**src/sv/assert_macros.svh**
```systemverilog
// Assertion shorthands; clk and arst_n must be in scope where used.
`ifndef ASSERT_MACROS_SVH
`define ASSERT_MACROS_SVH

// same-cycle implication
`define EBRF_ASSERT_IMP(name, ante, cons, msg) \
	name: assert property (@(posedge clk) disable iff (!arst_n) (ante) |-> (cons)) else $error(msg);

// next-cycle implication
`define EBRF_ASSERT_NXT(name, ante, cons, msg) \
	name: assert property (@(posedge clk) disable iff (!arst_n) (ante) |=> (cons)) else $error(msg);

`endif

```
**src/sv/ebrf_pkg.sv**
```systemverilog
package ebrf_pkg;

	typedef enum logic [2:0] {
		PH_FETCH = 3'b001,
		PH_OPER  = 3'b010,
		PH_LONG  = 3'b100
	} phase_t;

	localparam logic [3:0] GRP_LDN  = 4'h0;
	localparam logic [3:0] GRP_INC  = 4'h1;
	localparam logic [3:0] GRP_DEC  = 4'h2;
	localparam logic [3:0] GRP_BR   = 4'h3;
	localparam logic [3:0] GRP_LDA  = 4'h4;
	localparam logic [3:0] GRP_STR  = 4'h5;
	localparam logic [3:0] GRP_IO   = 4'h6;
	localparam logic [3:0] GRP_MISC = 4'h7;
	localparam logic [3:0] GRP_GLO  = 4'h8;
	localparam logic [3:0] GRP_GHI  = 4'h9;
	localparam logic [3:0] GRP_PLO  = 4'hA;
	localparam logic [3:0] GRP_PHI  = 4'hB;
	localparam logic [3:0] GRP_LBR  = 4'hC;
	localparam logic [3:0] GRP_SEP  = 4'hD;
	localparam logic [3:0] GRP_SEX  = 4'hE;
	localparam logic [3:0] GRP_ALU  = 4'hF;

	localparam logic [3:0] N_IRX  = 4'h0;
	localparam logic [3:0] N_RET  = 4'h0;
	localparam logic [3:0] N_DIS  = 4'h1;
	localparam logic [3:0] N_LDXA = 4'h2;
	localparam logic [3:0] N_STXD = 4'h3;
	localparam logic [3:0] N_SHRC = 4'h6;
	localparam logic [3:0] N_SAV  = 4'h8;
	localparam logic [3:0] N_MARK = 4'h9;
	localparam logic [3:0] N_REQ  = 4'hA;
	localparam logic [3:0] N_SEQ  = 4'hB;
	localparam logic [3:0] N_SHLC = 4'hE;
	localparam logic [3:0] N_SHR  = 4'h6;
	localparam logic [3:0] N_SHL  = 4'hE;

	localparam logic [2:0] ALU_LD  = 3'd0;
	localparam logic [2:0] ALU_OR  = 3'd1;
	localparam logic [2:0] ALU_AND = 3'd2;
	localparam logic [2:0] ALU_XOR = 3'd3;
	localparam logic [2:0] ALU_ADD = 3'd4;
	localparam logic [2:0] ALU_SD  = 3'd5;
	localparam logic [2:0] ALU_SM  = 3'd7;

	typedef struct packed {
		logic [7:0] d;
		logic       df;
		logic       d_we;
		logic       df_we;
	} alu_res_t;

endpackage

```
**src/sv/ebrf_alu.sv**
```systemverilog
module ebrf_alu (
	input  logic [2:0]         op,
	input  logic [7:0]         m,
	input  logic [7:0]         d,
	input  logic               df,
	input  logic               chained,
	output ebrf_pkg::alu_res_t res
);

	logic       cin_add;
	logic       cin_sub;
	logic [8:0] sum;

	assign cin_add = chained ? df : 1'b0;
	assign cin_sub = chained ? df : 1'b1;

	always_comb begin
		sum       = 9'd0;
		res.d     = d;
		res.df    = df;
		res.d_we  = 1'b1;
		res.df_we = 1'b0;
		unique case (op)
			ebrf_pkg::ALU_LD:  res.d = m;
			ebrf_pkg::ALU_OR:  res.d = d | m;
			ebrf_pkg::ALU_AND: res.d = d & m;
			ebrf_pkg::ALU_XOR: res.d = d ^ m;
			ebrf_pkg::ALU_ADD: sum = {1'b0, m} + {1'b0, d} + {8'd0, cin_add};
			ebrf_pkg::ALU_SD:  sum = {1'b0, m} + {1'b0, ~d} + {8'd0, cin_sub};
			ebrf_pkg::ALU_SM:  sum = {1'b0, d} + {1'b0, ~m} + {8'd0, cin_sub};
			default:           res.d_we = 1'b0;
		endcase
		if (op == ebrf_pkg::ALU_ADD || op == ebrf_pkg::ALU_SD || op == ebrf_pkg::ALU_SM) begin
			res.d     = sum[7:0];
			res.df    = sum[8];
			res.df_we = 1'b1;
		end
	end

endmodule

```
**config.mk**
```make
export PLATFORM = sky130hd
export DESIGN_NAME = ebrf_alu
export DESIGN_NICKNAME = d
export VERILOG_FILES = /design/src/sv/assert_macros.svh /design/src/sv/ebrf_pkg.sv /design/src/sv/ebrf_alu.sv
export SDC_FILE = /design/constraint.sdc
export NUM_CORES = 1
export LEC_CHECK = 0
export ABC_CLOCK_PERIOD_IN_PS = 3800
export BUFFER_PORTS_ARGS = -buffer_cell sky130_fd_sc_hd__buf_2
export CAP_MARGIN = 0
export CORE_ASPECT_RATIO = 1.1
export CORE_MARGIN = 1
export CORE_UTILIZATION = 35
export DETAILED_ROUTE_END_ITERATION = 10
export GPL_ROUTABILITY_DRIVEN = 0
export GPL_TIMING_DRIVEN = 0
export PLACE_DENSITY = 0.52
export SETUP_SLACK_MARGIN = 0.1
export SLEW_MARGIN = 20
export SYNTH_ARGS = -nofsm -noshare
export SYNTH_HDL_FRONTEND = slang
export SYNTH_SLANG_ARGS = --single-unit
export TNS_END_PERCENT = 1
```
**constraint.sdc**
```tcl
create_clock -name vclk -period 3.8
set_input_delay 0.76 -clock vclk [all_inputs]
set_output_delay 0.76 -clock vclk [all_outputs]
set_load 0.005 [all_outputs]
```
### After elaboration in Yosys (flattened, before gate mapping)

Cells that the tools add are included.

| storage, ports and cells | value |
|---|---|
| memories | 0 |
| memory bits (read-only) | 0 |
| bits in writable memories | 0 |
| latch bits | 0 |
| logic and storage cells | 28 |
| register bits after elaboration | 0 |
| input bits | 21 |

| cells by class | value |
|---|---|
| bitwise logic cells | 5 |
| divide/modulo/power cells | 0 |
| magnitude comparators | 0 |
| muxes and demuxes | 7 |
| shifts and indexed selects | 0 |
| multiply operators | 0 |
| eq/ne operators | 6 |
| reductions and logical operators | 4 |
| add/sub/neg operators | 6 |

Operator list:

| cell | number |
|---|---|
| 8-bit case mux with 4 select lines | 1 |
| 8-bit by 8-bit adder with 9-bit output | 3 |
| 9-bit by 1-bit adder with 9-bit output | 3 |
| 9-bit case mux with 3 select lines | 1 |
| 8-bit NOT | 2 |
| 3-bit equality test (second input constant) | 3 |
| 9-bit two-way mux | 1 |
| 8-bit bitwise AND | 1 |
| 8-bit bitwise OR | 1 |
| 8-bit bitwise XOR | 1 |
| 7-bit OR reduction | 1 |
| 3-bit by 2-bit equality test with 1-bit output (second input constant) | 2 |
| 1-bit two-way mux | 4 |
| 3-bit by 1-bit equality test with 1-bit output (second input constant) | 1 |
| 3-bit logical NOT | 1 |
| 1-bit logical OR | 2 |

### Depth between registers and ports, before layout

| logic depth | value |
|---|---|
| depth in word-level cells | 5 |
| depth in mapped cells | 11 |

### Worst setup path before layout

Ideal clock, no wire load.

| path | value |
|---|---|
| path type | input port to output port |
| start point | in df |
| end point | out res[2] (netlist name) |
| setup slack | 404 ps |
| arrival time | 2636 ps |
| required time | 3040 ps |
| stages on the path | 9 |
| cells stage by stage | nand2b_1 -> fa_1 -> fa_1 -> nor2b_4 -> o221ai_2 -> a21o_1 -> a32o_1 -> nor4_2 -> a311o_1 |

RTL lines:

| element | line | source |
|---|---|---|
| from (decl) | ebrf_alu.sv:5 | `input logic df,` |
| to (decl) | ebrf_alu.sv:7 | `output ebrf_pkg::alu_res_t res` |

==> reports/results.tsv <==
metric	value	unit
status	finished, final reports clean	
synth_top_family_by_area	compound AO/OA/AOI/OAI gates	
power_frac_clock	0	
synthTopCellsByArea	ha_1, fa_1, inv_1, nor2_1, a221oi_1	
overflow	0	
synth_nets	284	
critical_path_class	in -> out	
fp-row-count	26	
dieHeight	74.9	µm
netSwitchingFraction	0.557	
fin_crit_sh	0.963	
ys_warn_count	0	
synth_adder_area_share	0.293	
synth_common_cells	ha_1, inv_1, nor2_1	
synth_top_area_frac	0.222	
synthToLayoutAreaGrowth	15.5	%
dieArea	5120	µm²
grt_start_max_net_pins	11	
setup_ws	0.141	ns
pwr-share-comb	1.000	
synth-simple-area-share	0.171	
fin_cells	315	
vias_per_cell	5.45	
core	4650	µm²
antenna_cells	0	
p_int	0.000121	W
routed-wl-met3	149	µm
dp_hpwl	3860	µm
peakVddDrop	0.0000463	V
p_seq_frac	0	
antenna_left	0	
yosysMostFrequentCell	ha_1	
routedWlPerCell	15.6	µm
n_fill_cell	513	
drv_slew	0	
holdPathStages	3	
synth_mux_area_frac	0.0296	
drive_above_1_share	0.236	
fmax	273	MHz
rsz0062_at_grt	yes	
syn_area	1690	µm²
hold_viol	0	
grtUsageTotal	0.194	
drc	0	
vias	1718	
cp.required	3.04	ns
maxCapViolations	0	
crit_path_top_delay_cell	fa_2	
cpMostUsedCell	fa_2	
relSlewSlack	0.627	
ios	32	
crit_chain	buf_8 -> nand2b_4 -> fa_2 -> fa_2 -> nor2b_4 -> o221ai_2 -> a21o_1 -> a32o_2 -> buf_6 -> o221a_1 -> o21ai_1 -> buf_2	
drt_iter0_markers	71	
grt_pass1_wl	7450	µm
nFlopsAndLatches	0	
wirelength_met1	2430	µm
synth.distinct_cells	52	
cp_max_fo	3	
grt_pass1_vias	1455	
post-route-util	0.420	
synth-compound-area-share	0.328	
tns	0	ns
nets	318	
clkbuf_count	0	
antenna_found_initial	0	
holdWs	1.91	ns
seqCellArea	0	µm²
initial_core_util	0.364	
die_w	68.3	µm
synthCells	227	
min_period	3.66	ns
pre_cts_ws	-0.0337	ns
io_buffer_count	30	
worstSetupEndpointType	output port	
worst-slew-pin-transition	0.559	ns
ys_seq_area_frac	0	
crit_path_start_kind	input pin	
worstPathArrival	2.90	ns
dr_wl_met2	2350	µm
p_sw	0.000152	W
hp-class	in -> out	
top_layer	met3	
dp_cells	313	
routed_wl	4930	µm
powerDensity	139	nW/µm²
syn_avg_cell_area	7.46	µm²
synth_top_area_cell	ha_1	
setup_viol	0	
cp_slowest_stage_delay	0.42	ns
power_leakage	0.930	nW
first_pass_iters	4	
synthXorXnorAreaFrac	0.0414	
==> worst max-delay path, delay by kind of cell <==
family,cells,cell delay (ns)
buf+inv,3,0.34
compound gates,5,0.72
simple gates,2,0.28
fa+ha+maj,2,0.82
==> cell usage in the layout (no fill, tap or decap), types with 5 or more instances in the layout <==
| master | n |
|---|---|
| a21oi_1 | 12 |
| nor2_1 | 19 |
| nor2b_1 | 5 |
| a221oi_1 | 7 |
| o21ai_0 | 7 |
| xnor2_1 | 6 |
| buf_6 | 6 |
| mux2i_1 | 5 |
| nand2_1 | 11 |
| inv_1 | 26 |
| buf_2 | 35 |
| ha_1 | 30 |
==> metal layers <==
metal,up-vias,GRT usage
li1,877,-
met1,804,0.285
met2,37,0.331
met3,0,0.00152
met4,0,0.00463
met5,-,0
==> final cells by class <==
cell class	instances	area [µm²]	share of cell area
multi-input cells	180	1470	0.754
inverters	29	109	0.0557
plain buffers	18	124	0.0633
repair buffers	32	179	0.0915
well taps	56	70.1	0.0358
==> repair_timing <==
action | CTS | global route
pin swaps | 0 | 7
cloned | 0 | 0
hold buffers | 0 | 0
buffers inserted | 0 | 2
setup endpoints to repair | 2 | 3
gates resized for setup | 3 | 6
==> worst paths after layout <==
check | from | end | slack (ns)
worst max-delay path | df | res[9] | 0.14
worst min-delay path | op[2] | res[0] | 1.91
==> logic make-up after synthesis <==
family	count (synthesis)
adders and majority gates	36
muxes	5
buffers and inverters	47
xor gates and xnor gates	8
and+or+nand+nor	55
AOI/OAI and AO/OA	76
==> stage by stage <==
stage / power (W) / instance area, µm²
floorplan: 0.000186 / 1690
global placement: 0.000264 / 1910
CTS: 0.000266 / 1920
finish: 0.000273 / 1960
global route: 0.000301 / 1960
detailed placement: 0.000264 / 1910
==> power groups by stage <==
stage	Sequential, W	Clock, W	Combinational (W)
global route	0	0	0.000301
finish	0	0	0.000273
detailed placement	0	0	0.000264
global placement	0	0	0.000264
floorplan	0	0	0.000186
CTS	0	0	0.000266
Power figures use the tool's default switching activity.
